## config.mk

```make
export PLATFORM = sky130hd
export DESIGN_NAME = app_packet_tlv_parser
export DESIGN_NICKNAME = d
export VERILOG_FILES = /design/src/hdl/atlv_pkg.sv /design/src/hdl/app_packet_tlv_parser.sv /design/src/hdl/atlv_front.sv /design/src/hdl/atlv_queue.sv /design/src/hdl/atlv_back.sv
export SDC_FILE = /design/constraint.sdc
export NUM_CORES = 1
export LEC_CHECK = 0
export BUFFER_PORTS_ARGS = -buffer_cell sky130_fd_sc_hd__buf_2
export CORE_ASPECT_RATIO = 1.75
export CORE_MARGIN = 4
export CORE_UTILIZATION = 31
export DETAILED_ROUTE_END_ITERATION = 8
export GPL_ROUTABILITY_DRIVEN = 0
export PLACE_DENSITY_LB_ADDON = 0.05
export SYNTH_ARGS = -nofsm -noshare
export SYNTH_HDL_FRONTEND = slang
export SYNTH_SLANG_ARGS = --single-unit
```

## constraint.sdc

```tcl
create_clock -name clk -period 8.1 [get_ports clk]
set_input_delay 1.215 -clock clk [delete_from_list [all_inputs] [get_ports clk]]
set_output_delay 1.215 -clock clk [all_outputs]
set_load 0.05 [all_outputs]
```

## src/hdl/atlv_pkg.sv

```systemverilog
`timescale 1ns / 1ps
// Shared types and constants of the application packet TLV parser.
// Depends on nothing; every other file of the block uses it by scoped names.
package atlv_pkg;

	localparam int SizeWidth = 32;
	localparam int QueueDepth = 4;
	localparam int QueuePtrW = $clog2(QueueDepth);
	localparam int PosWidth = 17;
	localparam logic [PosWidth-1:0] PosMax = '1;

	localparam logic [7:0] PackStart = 8'd2;
	localparam logic [7:0] PackEnd = 8'd3;
	localparam logic [7:0] PackTypeSize = 8'd0;
	localparam logic [7:0] PackTypeName = 8'd1;

	typedef logic [SizeWidth-1:0] size_t;
	typedef logic [PosWidth-1:0] pos_t;

	typedef enum logic [1:0] {
		KIND_PAYLOAD   = 2'd0,
		KIND_NAME      = 2'd1,
		KIND_SUMMARY   = 2'd2,
		KIND_TRUNCATED = 2'd3
	} kind_t;

	typedef enum logic [1:0] {
		PH_TYPE  = 2'd0,
		PH_LEN   = 2'd1,
		PH_VALUE = 2'd2
	} phase_t;

	typedef struct packed {
		kind_t       kind;
		logic [7:0]  out_byte;
		logic [7:0]  seq_number;
		logic [31:0] size_value;
		logic        size_found;
		logic        is_end_packet;
		logic        last_of_run;
	} result_t;

	// One queue entry carries the one or two results caused by one request.
	typedef struct packed {
		result_t first;
		result_t second;
		logic    has_second;
	} entry_t;

endpackage

```

## src/hdl/app_packet_tlv_parser.sv

```systemverilog
`timescale 1ns / 1ps
// Top level of the application packet TLV parser: front end, entry queue, back end.
// Depends on atlv_pkg, atlv_front, atlv_queue and atlv_back.
//
//  Channel  Handshake             Payload
//  packet   pkt_valid, pkt_stall  pkt_byte, last_byte
//  result   res_valid, res_stall  kind, out_byte, seq_number, size_value,
//                                 size_found, is_end_packet, last_of_run
//
// One byte is accepted per cycle while pkt_stall is low; its state update happens in the cycle of acceptance.
// A byte causes zero, one or two results; results leave at one per cycle from the output
// register while res_stall is low, so the two results of one byte leave one after the other.
// A four-entry queue parts the front end from the back end; pkt_stall rises only when it is full.
// Reset clears all packet and field state; no clearing pass is needed.
module app_packet_tlv_parser (
	input  logic        clk,
	input  logic        arst_n,
	input  logic        pkt_valid,
	output logic        pkt_stall,
	input  logic [7:0]  pkt_byte,
	input  logic        last_byte,
	output logic        res_valid,
	input  logic        res_stall,
	output logic [1:0]  kind,
	output logic [7:0]  out_byte,
	output logic [7:0]  seq_number,
	output logic [31:0] size_value,
	output logic        size_found,
	output logic        is_end_packet,
	output logic        last_of_run
);

	logic              take;
	logic              push;
	logic              full;
	logic              q_valid;
	logic              q_pop;
	atlv_pkg::entry_t  wr_entry;
	atlv_pkg::entry_t  rd_entry;
	atlv_pkg::result_t res;

	assign pkt_stall = full;
	assign take = pkt_valid && !full;

	atlv_front u_front (
		.clk       (clk),
		.arst_n    (arst_n),
		.take      (take),
		.pkt_byte  (pkt_byte),
		.last_byte (last_byte),
		.push      (push),
		.entry     (wr_entry)
	);

	atlv_queue u_queue (
		.clk      (clk),
		.arst_n   (arst_n),
		.wr_en    (push),
		.wr_data  (wr_entry),
		.full     (full),
		.rd_valid (q_valid),
		.rd_pop   (q_pop),
		.rd_data  (rd_entry)
	);

	atlv_back u_back (
		.clk       (clk),
		.arst_n    (arst_n),
		.q_valid   (q_valid),
		.q_data    (rd_entry),
		.q_pop     (q_pop),
		.res_valid (res_valid),
		.res_stall (res_stall),
		.res       (res)
	);

	assign kind = res.kind;
	assign out_byte = res.out_byte;
	assign seq_number = res.seq_number;
	assign size_value = res.size_value;
	assign size_found = res.size_found;
	assign is_end_packet = res.is_end_packet;
	assign last_of_run = res.last_of_run;

endmodule

```

## src/hdl/atlv_front.sv

```systemverilog
`timescale 1ns / 1ps
// Front end: accepts packet bytes, tracks packet and field state, and forms queue entries.
// Depends on atlv_pkg.
module atlv_front (
	input  logic               clk,
	input  logic               arst_n,
	input  logic               take,
	input  logic [7:0]         pkt_byte,
	input  logic               last_byte,
	output logic               push,
	output atlv_pkg::entry_t   entry
);

	atlv_pkg::pos_t   pos_q;
	logic             ctrl_q;
	logic             end_q;
	logic [7:0]       seq_q;
	logic [15:0]      len_q;
	atlv_pkg::phase_t phase_q;
	logic [7:0]       ftype_q;
	logic [7:0]       rem_q;
	atlv_pkg::size_t  acc_q;
	logic             size_done_q;
	logic             name_done_q;
	logic             seen_q;

	atlv_pkg::pos_t   nxt_pos;
	logic             nxt_ctrl;
	logic             nxt_end;
	logic [7:0]       nxt_seq;
	logic [15:0]      nxt_len;
	atlv_pkg::phase_t nxt_phase;
	logic [7:0]       nxt_ftype;
	logic [7:0]       nxt_rem;
	atlv_pkg::size_t  nxt_acc;
	logic             nxt_size_done;
	logic             nxt_name_done;
	logic             nxt_seen;

	atlv_pkg::result_t res_a;
	atlv_pkg::result_t res_b;
	logic              a_valid;
	logic              b_valid;

	always_comb begin
		atlv_pkg::pos_t idx;
		logic           final_byte;
		logic           complete;

		nxt_pos = pos_q;
		nxt_ctrl = ctrl_q;
		nxt_end = end_q;
		nxt_seq = seq_q;
		nxt_len = len_q;
		nxt_phase = phase_q;
		nxt_ftype = ftype_q;
		nxt_rem = rem_q;
		nxt_acc = acc_q;
		nxt_size_done = size_done_q;
		nxt_name_done = name_done_q;
		nxt_seen = seen_q;
		res_a = '0;
		res_b = '0;
		a_valid = 1'b0;
		b_valid = 1'b0;
		idx = pos_q - atlv_pkg::PosWidth'(4);
		final_byte = (rem_q == 8'd1);
		complete = 1'b0;

		if (pos_q == '0) begin
			nxt_ctrl = (pkt_byte == atlv_pkg::PackStart) || (pkt_byte == atlv_pkg::PackEnd);
			nxt_end = (pkt_byte == atlv_pkg::PackEnd);
			nxt_phase = atlv_pkg::PH_TYPE;
			nxt_ftype = '0;
			nxt_rem = '0;
			nxt_acc = '0;
			nxt_size_done = 1'b0;
			nxt_name_done = 1'b0;
			nxt_seq = '0;
			nxt_len = '0;
			if (nxt_ctrl) begin
				nxt_seen = 1'b1;
			end
		end else if (ctrl_q) begin
			unique case (phase_q)
				atlv_pkg::PH_LEN: begin
					nxt_rem = pkt_byte;
					if (pkt_byte == 8'd0) begin
						if (ftype_q == atlv_pkg::PackTypeSize) begin
							nxt_size_done = 1'b1;
						end
						if (ftype_q == atlv_pkg::PackTypeName) begin
							nxt_name_done = 1'b1;
						end
						nxt_phase = atlv_pkg::PH_TYPE;
					end else begin
						nxt_phase = atlv_pkg::PH_VALUE;
					end
				end
				atlv_pkg::PH_VALUE: begin
					if (ftype_q == atlv_pkg::PackTypeSize && !size_done_q) begin
						nxt_acc = (acc_q << 8) | atlv_pkg::size_t'(pkt_byte);
						if (final_byte) begin
							nxt_size_done = 1'b1;
						end
					end
					if (ftype_q == atlv_pkg::PackTypeName && !name_done_q) begin
						a_valid = 1'b1;
						res_a.kind = atlv_pkg::KIND_NAME;
						res_a.out_byte = pkt_byte;
						res_a.last_of_run = final_byte;
						if (final_byte) begin
							nxt_name_done = 1'b1;
						end
					end
					nxt_rem = rem_q - 8'd1;
					if (nxt_rem == 8'd0) begin
						nxt_phase = atlv_pkg::PH_TYPE;
					end
				end
				default: begin
					nxt_ftype = pkt_byte;
					nxt_phase = atlv_pkg::PH_LEN;
				end
			endcase
		end else if (seen_q) begin
			if (pos_q == atlv_pkg::PosWidth'(1)) begin
				nxt_seq = pkt_byte;
			end else if (pos_q == atlv_pkg::PosWidth'(2)) begin
				nxt_len = {pkt_byte, 8'd0};
			end else if (pos_q == atlv_pkg::PosWidth'(3)) begin
				nxt_len = {len_q[15:8], pkt_byte};
			end else if (idx < atlv_pkg::PosWidth'(len_q)) begin
				a_valid = 1'b1;
				res_a.kind = atlv_pkg::KIND_PAYLOAD;
				res_a.out_byte = pkt_byte;
				res_a.seq_number = seq_q;
				res_a.last_of_run = ((idx + atlv_pkg::PosWidth'(1)) == atlv_pkg::PosWidth'(len_q));
			end
		end

		if (last_byte) begin
			if (nxt_ctrl) begin
				b_valid = 1'b1;
				res_b.kind = atlv_pkg::KIND_SUMMARY;
				res_b.size_value = nxt_size_done ? 32'(nxt_acc) : 32'd0;
				res_b.size_found = nxt_size_done;
				res_b.is_end_packet = nxt_end;
			end else if (nxt_seen) begin
				complete = (pos_q >= atlv_pkg::PosWidth'(3)) &&
					((18'(pos_q) + 18'd1) >= (18'(nxt_len) + 18'd4));
				if (!complete) begin
					b_valid = 1'b1;
					res_b.kind = atlv_pkg::KIND_TRUNCATED;
					res_b.seq_number = nxt_seq;
				end
			end
			nxt_pos = '0;
		end else if (pos_q < atlv_pkg::PosMax) begin
			nxt_pos = pos_q + atlv_pkg::PosWidth'(1);
		end
	end

	always_comb begin
		push = take && (a_valid || b_valid);
		entry = '0;
		if (a_valid) begin
			entry.first = res_a;
			entry.second = res_b;
			entry.has_second = b_valid;
		end else begin
			entry.first = res_b;
		end
	end

	always_ff @(posedge clk or negedge arst_n) begin
		if (!arst_n) begin
			pos_q <= '0;
			ctrl_q <= 1'b0;
			end_q <= 1'b0;
			seq_q <= '0;
			len_q <= '0;
			phase_q <= atlv_pkg::PH_TYPE;
			ftype_q <= '0;
			rem_q <= '0;
			acc_q <= '0;
			size_done_q <= 1'b0;
			name_done_q <= 1'b0;
			seen_q <= 1'b0;
		end else if (take) begin
			pos_q <= nxt_pos;
			ctrl_q <= nxt_ctrl;
			end_q <= nxt_end;
			seq_q <= nxt_seq;
			len_q <= nxt_len;
			phase_q <= nxt_phase;
			ftype_q <= nxt_ftype;
			rem_q <= nxt_rem;
			acc_q <= nxt_acc;
			size_done_q <= nxt_size_done;
			name_done_q <= nxt_name_done;
			seen_q <= nxt_seen;
		end
	end

endmodule

```

## src/hdl/atlv_queue.sv

```systemverilog
`timescale 1ns / 1ps
// Short first-in first-out queue of result entries between front and back end.
// Depends on atlv_pkg.
module atlv_queue (
	input  logic             clk,
	input  logic             arst_n,
	input  logic             wr_en,
	input  atlv_pkg::entry_t wr_data,
	output logic             full,
	output logic             rd_valid,
	input  logic             rd_pop,
	output atlv_pkg::entry_t rd_data
);

	atlv_pkg::entry_t                 mem_q [atlv_pkg::QueueDepth];
	logic [atlv_pkg::QueuePtrW-1:0]   wr_ptr_q;
	logic [atlv_pkg::QueuePtrW-1:0]   rd_ptr_q;
	logic [atlv_pkg::QueuePtrW:0]     count_q;
	logic                             do_pop;

	assign full = (count_q == (atlv_pkg::QueuePtrW + 1)'(atlv_pkg::QueueDepth));
	assign rd_valid = (count_q != '0);
	assign rd_data = mem_q[rd_ptr_q];
	assign do_pop = rd_pop && rd_valid;

	always_ff @(posedge clk) begin
		if (wr_en) begin
			mem_q[wr_ptr_q] <= wr_data;
		end
	end

	always_ff @(posedge clk or negedge arst_n) begin
		if (!arst_n) begin
			wr_ptr_q <= '0;
			rd_ptr_q <= '0;
			count_q <= '0;
		end else begin
			if (wr_en) begin
				wr_ptr_q <= wr_ptr_q + atlv_pkg::QueuePtrW'(1);
			end
			if (do_pop) begin
				rd_ptr_q <= rd_ptr_q + atlv_pkg::QueuePtrW'(1);
			end
			if (wr_en && !do_pop) begin
				count_q <= count_q + (atlv_pkg::QueuePtrW + 1)'(1);
			end else if (!wr_en && do_pop) begin
				count_q <= count_q - (atlv_pkg::QueuePtrW + 1)'(1);
			end
		end
	end

endmodule

```

## src/hdl/atlv_back.sv

```systemverilog
`timescale 1ns / 1ps
// Back end: splits queue entries into single results and holds the output register.
// Depends on atlv_pkg.
module atlv_back (
	input  logic               clk,
	input  logic               arst_n,
	input  logic               q_valid,
	input  atlv_pkg::entry_t   q_data,
	output logic               q_pop,
	output logic               res_valid,
	input  logic               res_stall,
	output atlv_pkg::result_t  res
);

	logic              out_valid_q;
	atlv_pkg::result_t out_q;
	logic              sec_valid_q;
	atlv_pkg::result_t sec_q;
	logic              slot_free;

	assign slot_free = !out_valid_q || !res_stall;
	assign q_pop = slot_free && !sec_valid_q && q_valid;
	assign res_valid = out_valid_q;
	assign res = out_q;

	always_ff @(posedge clk) begin
		if (slot_free) begin
			if (sec_valid_q) begin
				out_q <= sec_q;
			end else if (q_valid) begin
				out_q <= q_data.first;
				sec_q <= q_data.second;
			end
		end
	end

	always_ff @(posedge clk or negedge arst_n) begin
		if (!arst_n) begin
			out_valid_q <= 1'b0;
			sec_valid_q <= 1'b0;
		end else if (slot_free) begin
			if (sec_valid_q) begin
				out_valid_q <= 1'b1;
				sec_valid_q <= 1'b0;
			end else if (q_valid) begin
				out_valid_q <= 1'b1;
				sec_valid_q <= q_data.has_second;
			end else begin
				out_valid_q <= 1'b0;
			end
		end
	end

endmodule

```

; After elaboration in Yosys (flattened, before gate mapping)
; Memory sizes are Yosys's and may differ from the RTL's.
; Index checks and enable logic that the tools add are counted.
[op_classes]
n_addsub = 10
n_lt_le_gt_ge = 4
eq_ne = 17
n_mux = 99
bitwise = 2
n_reduce_logical = 39
[op_table]
columns = operator, count
row1 = 32-bit two-way mux, 5
row2 = 53-bit two-way mux, 3
row3 = 8-bit two-way mux, 14
row4 = 16-bit two-way mux, 6
row5 = 18-bit two-way mux, 5
row6 = 54-bit two-way mux, 1
row7 = 1-bit two-way mux, 44
row8 = 42-bit two-way mux, 1
row9 = 17-bit by 1-bit adder with 17-bit output (second input constant), 2
row10 = 17-bit by 2-bit equality test with 1-bit output (second input constant), 2
row11 = 17-bit two-way mux, 2
row12 = 34-bit two-way mux, 1
row13 = 32-bit by 8-bit OR with 32-bit output, 1
row14 = 8-bit zero test, 3
row15 = 10-bit two-way mux, 2
row16 = 17-bit by 1-bit adder with 18-bit output (second input constant), 1
row17 = 18-bit >= comparator, 1
row18 = 16-bit by 3-bit adder with 17-bit output (second input constant), 1
row19 = 17-bit by 1-bit equality test with 1-bit output (second input constant), 1
row20 = 17-bit by 16-bit equality test with 1-bit output, 1
row21 = 17-bit by 2-bit >= comparator with 1-bit output (second input constant), 1
row22 = 17-bit zero test, 1
row23 = 17-bit by 16-bit less-than comparator with 1-bit output, 1
row24 = 17-bit less-than comparator (second input constant), 1
row25 = other kinds (28), 70
[totals]
register_bits = 211
ram_bits = 428
inputBits = 13
out_inout_bits = 55
wordCells = 203
mem_count = 1
[mem_list]
columns = memory, words, word_bits, rd, rd_ports_with_merged_regs, wr, line_no
row1 = u_queue.mem_q, 4, 107, 1, 0, 1, atlv_queue.sv:15  ; atlv_pkg::entry_t mem_q [atlv_pkg::QueueDepth];

; Longest topological paths before layout
; Gate-level depths: netlist (run 1).
[depth]
depth_word = 20
mapped_depth = 28
ltp_nobuf = 27

; By module
; Synthesis (run 1) repeated with hierarchy kept, for this count alone.
[hier_totals]
hier_cells = 1814
hier_area_um2 = 28035.6
[modules_own_cells]
columns = module, instances, cells_each, area_each_um2, seq_area_each_um2
row1 = atlv_queue, 1, 593, 15791.4, 13027.5
row2 = atlv_front, 1, 1045, 8145.3, 2402.3
row3 = atlv_back, 1, 175, 4085.2, 3233.1
row4 = app_packet_tlv_parser, 1, 1, 13.8, 0.0

; Worst setup path before layout (run 1)
; Ideal clock, no wire load.
[synth_timing]
path_kind = register -> register
startpoint = reg u_front.pos_q[14]
endpoint = mem u_queue.mem_q[0][100] (netlist bit), enable pin
setup_ps = 452
arrival_time_ps = 6222
slack_ps = 1426
path_stages_with_launch = 20
n_path_buf = 2
synth_period_minus_slack_ps = 6674
path_cell_list = dfrtp_1 clkbuf_1 nor4_1 and4_1 buf_2 nand4_1 a21oi_1 ha_1 or3b_1 nor4_1 xnor2_1 nand2_1 ha_1 a21o_1 a21oi_1 o211ai_1 a21oi_1 o211ai_1 nand2_1 o211a_1
[synth_via]
elab_chain_cells = 18
[synth_lines]
columns = item, line_no
row1 = "start, declared", atlv_front.sv:14  ; atlv_pkg::pos_t pos_q;
row2 = "start signal, assigned", atlv_front.sv:191  ; pos_q <= nxt_pos;
row3 = 17-bit by 2-bit equality test with 1-bit output, atlv_front.sv:131  ; end else if (pos_q == atlv_pkg::PosWidth'(3)) begin
row4 = 8-bit two-way mux, atlv_front.sv:131
row5 = 16-bit two-way mux, atlv_front.sv:129  ; end else if (pos_q == atlv_pkg::PosWidth'(2)) begin
row6 = 16-bit two-way mux, atlv_front.sv:127  ; if (pos_q == atlv_pkg::PosWidth'(1)) begin
row7 = 16-bit two-way mux, atlv_front.sv:126  ; end else if (seen_q) begin
row8 = 16-bit two-way mux, atlv_front.sv:84  ; end else if (ctrl_q) begin
row9 = 16-bit two-way mux (*), atlv_front.sv:70  ; if (pos_q == '0) begin
row10 = via u_front.nxt_len[2], atlv_front.sv:31  ; logic [15:0] nxt_len;
row11 = (+3 left out), n/a
row12 = 1-bit two-way mux (*), atlv_front.sv:152  ; if (!complete) begin
row13 = 1-bit two-way mux (*), atlv_front.sv:149  ; end else if (nxt_seen) begin
row14 = 1-bit two-way mux (*), atlv_front.sv:143  ; if (nxt_ctrl) begin
row15 = 1-bit two-way mux (*), atlv_front.sv:142  ; if (last_byte) begin
row16 = 1-bit logical OR (*), atlv_front.sv:165  ; push = take && (a_valid || b_valid);
row17 = 1-bit logical AND (*), atlv_front.sv:165
row18 = 1-bit two-way mux (*), atlv_queue.sv:27  ; if (wr_en) begin
row19 = 1-bit two-way mux (implied by the code) (*), atlv_queue.sv:28  ; mem_q[wr_ptr_q] <= wr_data;
row20 = "end, declared", atlv_queue.sv:15
; The timed path passes the listed nets; every way through them passes the cells marked *.

; Worst setup path in the final report (run 1)
[layout_timing]
startpoint = reg u_front.pos_q[9]
endpoint = mem u_queue.mem_q[1][101] (netlist bit), enable pin
; Same word-level chain as after synthesis.

==> results of run 1 <==
-- final cells by class --
type                            count  area, sq um  area share
Clock inverter                     39          307      0.0104
Sequential cell                   590        17200       0.585
Inverter                           59          221     0.00754
Multi-Input combinational cell    943         8180       0.278
Timing Repair Buffer              101          668      0.0227
Clock buffer                       65         1480      0.0503
Antenna cell                        3         7.51    0.000255
Tap cell                         1065         1330      0.0453
-- layer usage --
layer | up-vias | wire (microns) | global-route usage
met1 | 7590 | 27400 | 0.185
met2 | 257 | 39300 | 0.305
met3 | 114 | 2050 | 0.0212
met5 | - | 0 | 0
li1 | 6693 | - | -
met4 | 0 | 2760 | 0.0597
-- Yosys cell counts, types with 22 or more instances --
| cell | instances | area (sq um) |
|---|---|---|
| mux4_2 | 97 | 2180 |
| clkbuf_1 | 79 | 297 |
| dfrtp_1 | 105 | 2630 |
| a22o_1 | 27 | 236 |
| a21oi_1 | 34 | 170 |
| mux2i_1 | 57 | 571 |
| nand3_1 | 28 | 140 |
| inv_1 | 59 | 221 |
| nand2_1 | 91 | 342 |
| nor3_1 | 86 | 430 |
| nand4_1 | 22 | 138 |
| o21ai_0 | 61 | 305 |
| edfxtp_1 | 485 | 14600 |
| ha_1 | 50 | 626 |
| mux2_2 | 46 | 518 |
| nor2_1 | 63 | 236 |
| xnor2_1 | 44 | 385 |
-- metrics by stage --
stage / utilization / setup WS, ns / cell area (sq um) / hold WS [ns] / power, mW
6_report: 0.354 / 1.27 / 29400 / 0.498 / 9.35
4_1_cts: 0.354 / 1.23 / 29400 / 0.505 / 9.57
5_1_grt: 0.354 / 0.715 / 29400 / 0.516 / 9.84
3_3_place_gp: 0.332 / 1.32 / 27600 / 0.468 / 6.90
2_1_floorplan: - / 1.43 / 25900 / 0.451 / 5.98
3_5_place_dp: 0.332 / 1.29 / 27600 / 0.482 / 6.91
-- power by group through the flow --
stage / combinational (mW) / sequential, mW / clock (mW)
final: 2.80 / 3.94 / 2.61
after global routing: 3.02 / 3.99 / 2.83
after CTS: 2.89 / 3.96 / 2.72
after detailed placement: 2.88 / 4.02 / 0
after global placement: 2.88 / 4.02 / 0
after floorplan: 1.65 / 4.34 / 0
-- kinds of logic after synthesis --
logic type,after synthesis,synth area share
AOI/OAI and AO/OA,231,0.0618
muxes,200,0.126
DFF,590,0.664
adders and majority gates,51,0.0249
and+or+nand+nor,400,0.0791
xor gates and xnor gates,61,0.0209
buffers and inverters,159,0.0233
-- worst paths after layout --
path | startpoint | end | slack (ns)
max reg2reg | u_front.pos_q[9] | u_queue.mem_q[1][101] | 1.27
max | u_front.pos_q[9] | u_queue.mem_q[1][101] | 1.27
min in group asynchronous | arst_n | u_queue.wr_ptr_q[1] | 0.70
min | u_front.acc_q[26] | u_front.acc_q[26] | 0.50
max in group asynchronous | arst_n | u_front.ftype_q[7] | 6.08
min reg2reg | u_front.acc_q[26] | u_front.acc_q[26] | 0.50
-- critical path, delay by kind of cell (launching register included) --
kind | cells | cell delay, ns
compound gates | 7 | 1.91
simple gates | 7 | 2.84
buf+inv | 1 | 0.33
xor+xnor | 1 | 0.16
fa+ha+maj | 2 | 0.60
flops | 1 | 0.51
-- sequential cells by signal, indices dropped and copies added, names as in the netlist, 2 cells and up --
| name | count |
|---|---|
| u_front.phase_q | 2 |
| u_front.pos_q | 17 |
| u_front.len_q | 16 |
| u_front.ftype_q | 8 |
| u_front.rem_q | 8 |
| u_front.acc_q | 32 |
| u_queue.mem_q | 388 |
| u_queue.count_q | 3 |
| u_back.sec_q | 44 |
| u_queue.wr_ptr_q | 2 |
| u_queue.rd_ptr_q | 2 |
| u_front.seq_q | 8 |
| u_back.res | 53 |
-- cell usage in the layout (no fill, tap or decap), types with 7 or more instances in the layout --
| cell type | instances |
|---|---|
| mux4_2 | 97 |
| buf_2 | 66 |
| nand2b_1 | 14 |
| clkinv_1 | 18 |
| mux2i_1 | 57 |
| edfxtp_1 | 485 |
| nand2_1 | 91 |
| nor4_1 | 9 |
| xnor2_1 | 44 |
| o22ai_1 | 9 |
| a22o_1 | 27 |
| nor2_1 | 63 |
| mux2_2 | 46 |
| nand3_1 | 27 |
| dfrtp_1 | 102 |
| o211ai_1 | 8 |
| o21ai_0 | 61 |
| clkbuf_1 | 7 |
| clkinv_2 | 8 |
| inv_1 | 59 |
| nor2b_1 | 17 |
| a21o_1 | 13 |
| nand4_1 | 22 |
| buf_4 | 29 |
| ha_1 | 50 |
| or2_2 | 7 |
| o31ai_1 | 8 |
| clkbuf_16 | 58 |
| nor3_1 | 85 |
| or3_1 | 8 |
| a32o_1 | 18 |
| and3_1 | 18 |
| xor2_1 | 16 |
| a21oi_1 | 33 |
==> reports/results.txt, run 1 <==
Final setup viols -> 0
Die Ht -> 390 microns
TritonCTS Buffers -> 58
antenna violations before repair -> 5
EDFF count, synth -> 485
sequential-to-total area share from yosys stat -> 0.664
clock slew at reported path FFs -> 0.07 ns
Clk Latency, worst-skew pair -> 0.62 ns
CTS Buffer Depth -> 3
total setup buffers inserted after CTS -> 0
Critical Path Sink Type -> register
#FFs+latches synth -> 590
worst ir drop on vdd -> 0.186 mV
post_cts resized -> 0
max-cap viol count -> 0
CTS tree -> done
RSZ-0062 raised after global routing -> no
Final ANT Viol Nets -> 0
vias post-DR -> 14700
Final Skew -> 0.0197 ns
Min-Delay Path Depth -> 1
Switch Pwr -> 3.24 mW
Iter 0 DRT Violations -> 745
DRC viols -> 0
DP HPWL -> 46700 microns
Initial Util -> 0.312
CP Max Fanout -> 39
Pleak -> 10.3 nW
Net Count, Synth -> 1756
Cell Area, Synth -> 25900 sq um
1st-pass router iterations -> 5
FMAX -> 146 MHz
IO Port Bufs -> 67
internal power -> 6.11 mW
die area -> 88400 sq um
Synth Warn # -> 0
final worst-path cycle share -> 0.843
I/O Pins -> 68
post-synthesis cell count -> 1692
sequential power share -> 0.422
Combinational Power Share -> 0.299
# fillers -> 8052
clock power share -> 0.279
final wirelength -> 71500 microns
Period minus WS final -> 6.83 ns
worst hold path type -> register to register
number of global-route vias before repair -> 15700
grt total ovfl -> 0
CP peak stage delay -> 0.79 ns
final layout net count -> 1817
pins over their slew limit -> 0
FP Rows -> 140
critical-path cell list -> nor4_1, and4_1, nand4_1, a21oi_1, ha_1, or3b_1, nor4_1, xnor2_1, nand2_1, ha_1, a21o_1, a21oi_1, o211ai_1, a21oi_1, o211ai_1, nand2_1, o211a_4, buf_12
Unique masters post-synth -> 72
switching portion of total power -> 0.347
status -> completed
Placed Cells -> 2758
reg2reg path depth -> 18
Synth Flop Type -> edfxtp_1
share of cells above drive strength 1 -> 0.198
Critical Path RT -> 8.38 ns
cell area power density -> 318 nW/um^2
Avg WL per Cell -> 25.0 microns
die width -> 227 microns
CP Launch Type -> register
clock tree root buffer cell -> clkbuf_16
# clock sinks -> 590
DR vias/cell -> 5.11
first-pass GRT wire length -> 106000 microns
Tot GR Track Use -> 0.162
CORE AREA -> 83000 sq um
H-tree depth -> 2
mean cell area of the mapped netlist -> 15.3 sq um
Async S/R FF share, synth -> 0.178
P&R area growth vs syn -> 13.5%
worst setup path category -> register to register
Max transition margin -> 0.277
hold_buf cts -> 0
Worst path slowest cell -> nor4_1
measured slew at the worst slew-check pin -> 1.07 ns
endpoint arrival time on the critical path -> 7.11 ns
setup TNS -> 0 ns
Hold Violations, Final -> 0
fin cells -> 2865
largest net degree at the start of global routing -> 54
Top cell by count, worst path -> a21oi_1
(Power assumes the default switching activity.)
==> run 2: changes to the inputs <==
Settings changed: ABC_AREA set to 1.
Clock period 8.1 ns to 7.15 ns, I/O delays scaled along.
==> run 2 against run 1 <==
Compared with the run above: cell area increased by 0.85%; critical path type unchanged; clock power rose by 12%; register-to-register slack better by 0.17 ns; via count grew 25%; non-clock buffer count fell by 5; combinational power up 54%; routed wire length increased by 11%; final cell count increased by 28%; power grew 29%; die area rose by 1.4%; critical path depth is 16 higher.
==> reports/results.txt, run 2 <==
status -> completed
fin cells -> 3659 (+28%)
max-cap viol count -> 0 (unchanged)
EDFF count, synth -> 485 (unchanged)
most frequent cells in the layout -> nor2_1 (510), edfxtp_1 (485), nand2_1 (339), o21ai_0 (317), inv_1 (167)
max layer used -> met4
cell area power density -> 408 nW/um^2 (+28%)
Synth Flop Type -> edfxtp_1
Critical Path Sink Type -> register
share of cells above drive strength 1 -> 0.0901 (-0.107)
endpoint arrival time on the critical path -> 6.21 ns (-0.90 ns)
first-pass GRT wire length -> 118000 microns (+11%)
Hold Violations, Final -> 0 (unchanged)
I/O Pins -> 68 (unchanged)
sequential-to-total area share from yosys stat -> 0.654 (-0.00967)
Top delay family on crit path -> simple AND/OR/NAND/NOR gates
CTS tree -> done
mean cell area of the mapped netlist -> 10.5 sq um (-31%)
most frequent cell after synthesis -> nor2_1
Final setup viols -> 0 (unchanged)
Placed Cells -> 3552 (+29%)
Iter 0 DRT Violations -> 1080 (+45%)
Pleak -> 11.0 nW (+6.9%)
hold_buf cts -> 0 (unchanged)
WL met2 -> 42600 microns (+8.5%)
met3 routed WL -> 2220 microns (+8.5%)
worst ir drop on vdd -> 0.206 mV (+11%)
number of global-route vias before repair -> 18500 (+18%)
die width -> 228 microns (+0.71%)
final layout net count -> 2602 (+43%)
FP Rows -> 141 (+0.71%)
TritonCTS Buffers -> 56 (-3.4%)
DP HPWL -> 49100 microns (+5.2%)
final wirelength -> 79100 microns (+11%)
final worst-path cycle share -> 0.798 (-0.0449)
Avg WL per Cell -> 21.6 microns (-13%)
post-synthesis cell count -> 2496 (+48%)
fin util -> 0.351 (-0.00250)
#FFs+latches synth -> 590 (unchanged)
Async S/R FF share, synth -> 0.178 (unchanged)
clock tree root buffer cell -> clkbuf_16
met1 WL -> 31100 microns (+13%)
Critical Path RT -> 7.65 ns (-0.73 ns)
total setup buffers inserted after CTS -> 0 (unchanged)
Top cell by count, worst path -> nand2_1
post_cts resized -> 0 (unchanged)
vias post-DR -> 18200 (+25%)
Final Skew -> 0.0253 ns (+0.00557 ns)
switching portion of total power -> 0.402 (+0.0558)
largest net degree at the start of global routing -> 152 (+180%)
Yosys top cell by area -> edfxtp_1
IO Port Bufs -> 67 (unchanged)
CP peak stage delay -> 0.45 ns (-0.34 ns)
Clk Latency, worst-skew pair -> 0.62 ns (about the same)
internal power -> 7.22 mW (+18%)
1st-pass router iterations -> 5 (unchanged)
Period minus WS final -> 5.71 ns (-1.12 ns)
# fillers -> 8427 (+4.7%)
sequential power share -> 0.401 (-0.021)
Max transition margin -> 0.316 (+0.0389)
antenna violations before repair -> 1 (-4)
Switch Pwr -> 4.86 mW (+50%)
Synth Warn # -> 0 (unchanged)
clock slew at reported path FFs -> 0.07 ns (about the same)
top post-synthesis cells by area -> edfxtp_1 (55%), dfrtp_1 (10%), nor2_1 (7.3%), o21ai_0 (6.1%), nand2_1 (4.8%)
Net Count, Synth -> 2560 (+46%)
share of the synthesized area in the top cell type -> 0.554 (-0.00819)
Commonest cells post-synth -> nor2_1 (514), edfxtp_1 (485), nand2_1 (339), o21ai_0 (318), inv_1 (170)
Initial Util -> 0.312 (about the same)
Cell Area, Synth -> 26300 sq um (+1.5%)
pins over their slew limit -> 0 (unchanged)
Biggest register -> u_queue.mem_q
Tot GR Track Use -> 0.173 (+0.0106)
worst path buffer plus inverter count -> 6 (+5)
DR vias/cell -> 4.99 (-2.5%)
Combinational Power Share -> 0.357 (+0.058)
CP Max Fanout -> 34 (-13%)
die area -> 89700 sq um (+1.4%)
clock power share -> 0.242 (-0.037)
grt total ovfl -> 0 (unchanged)
most common cell after layout, fill and taps aside -> nor2_1
measured slew at the worst slew-check pin -> 1.03 ns (-0.0485 ns)
RSZ-0062 raised after global routing -> no
Worst path slowest cell -> dfrtp_1
Final ANT Viol Nets -> 0 (unchanged)
Unique masters post-synth -> 50 (-31%)
P&R area growth vs syn -> 12.7%
worst hold path type -> register to register
Die Ht -> 393 microns (+0.72%)
worst setup path category -> register to register
# clock sinks -> 590 (unchanged)
CP Launch Type -> register
Largest register FFs -> 388 (unchanged)
FMAX -> 175 MHz (+20%)
DRC viols -> 0 (unchanged)
H-tree depth -> 2 (unchanged)
CORE AREA -> 84300 sq um (+1.6%)
CTS Buffer Depth -> 3 (unchanged)
[run 2: changes by cell type after synthesis, moves of 57 or more]
cell | before | now
mux4_2 | 97 | 0
o21ai_0 | 61 | 318
nand2_1 | 91 | 339
nor2_1 | 63 | 514
inv_1 | 59 | 170
mux2i_1 | 57 | 0
nor3_1 | 86 | 12
[run 2: power groups by stage]
stage	logic (mW)	registers [mW]	clock network, mW
floorplan	2.44	5.38	0
global placement	4.41	4.92	0
detailed placement	4.42	4.92	0
CTS	4.43	4.86	3.04
global route	4.79	4.90	3.16
finish	4.32	4.84	2.93
[run 2: cell type report]
class | count | area, sq um | area share
clock buffers | 85 | 1590 | 0.0537
flip-flops and latches | 590 | 17200 | 0.580
repair buffers | 96 | 643 | 0.0217
multi-input cells | 1611 | 8000 | 0.270
diodes | 1 | 2.50 | 0.0000844
inverters | 183 | 696 | 0.0235
clock inverters | 21 | 163 | 0.00549
well taps | 1072 | 1340 | 0.0453
[run 2: path summary, 6_finish.rpt]
kind	start	endpoint	slack [ns]	cells after the start
max	u_front.pos_q[2]	u_queue.count_q[1]	1.44	34
min	u_queue.count_q[2]	u_back.res_valid	0.47	2
max reg2reg	u_front.pos_q[2]	u_queue.count_q[1]	1.44	34
min reg2reg	u_queue.count_q[2]	u_back.res_valid	0.47	2
max in group asynchronous	arst_n	u_queue.rd_ptr_q[1]	5.17	2
min in group asynchronous	arst_n	u_front.seq_q[4]	0.56	1
[run 2: logic make-up after synthesis]
logic type | count (synthesis) | share of synthesized area
and+or+nand+nor | 1007 | 0.159
muxes | 1 | 0.000428
buffers and inverters | 295 | 0.0432
adders and majority gates | 51 | 0.0246
xor gates and xnor gates | 30 | 0.0100
AOI/OAI and AO/OA | 522 | 0.109
DFF | 590 | 0.654
[run 2: layer usage]
metal,vias to the layer above,global-route usage
met5,-,0
met4,0,0.0674
met3,127,0.0203
met2,311,0.334
met1,9049,0.192
li1,8762,-
[run 2: worst register-to-register path: cells and delay by family, from the launching register on]
family,cells,cell delay [ns]
adder cells (fa/ha/maj),4,1.16
multiplexers,1,0.27
AND/OR/NAND/NOR,20,2.20
flip-flops,1,0.45
buffers and inverters,6,0.89
AO/OA/AOI/OAI,3,0.62
[run 2: per-stage QoR]
stage          cell area (sq um)  worst slack, ns  TNS, ns  hold slack [ns]  total power [mW]
6_report                   29600             1.44        0            0.474              12.1
5_1_grt                    29600            0.893        0            0.500              12.9
4_1_cts                    29600             1.41        0            0.484              12.3
3_5_place_dp               27900             1.46        0            0.468              9.34
3_3_place_gp               27900             1.51        0            0.462              9.33
2_1_floorplan              26300           -0.821  -318.42            0.444              7.82
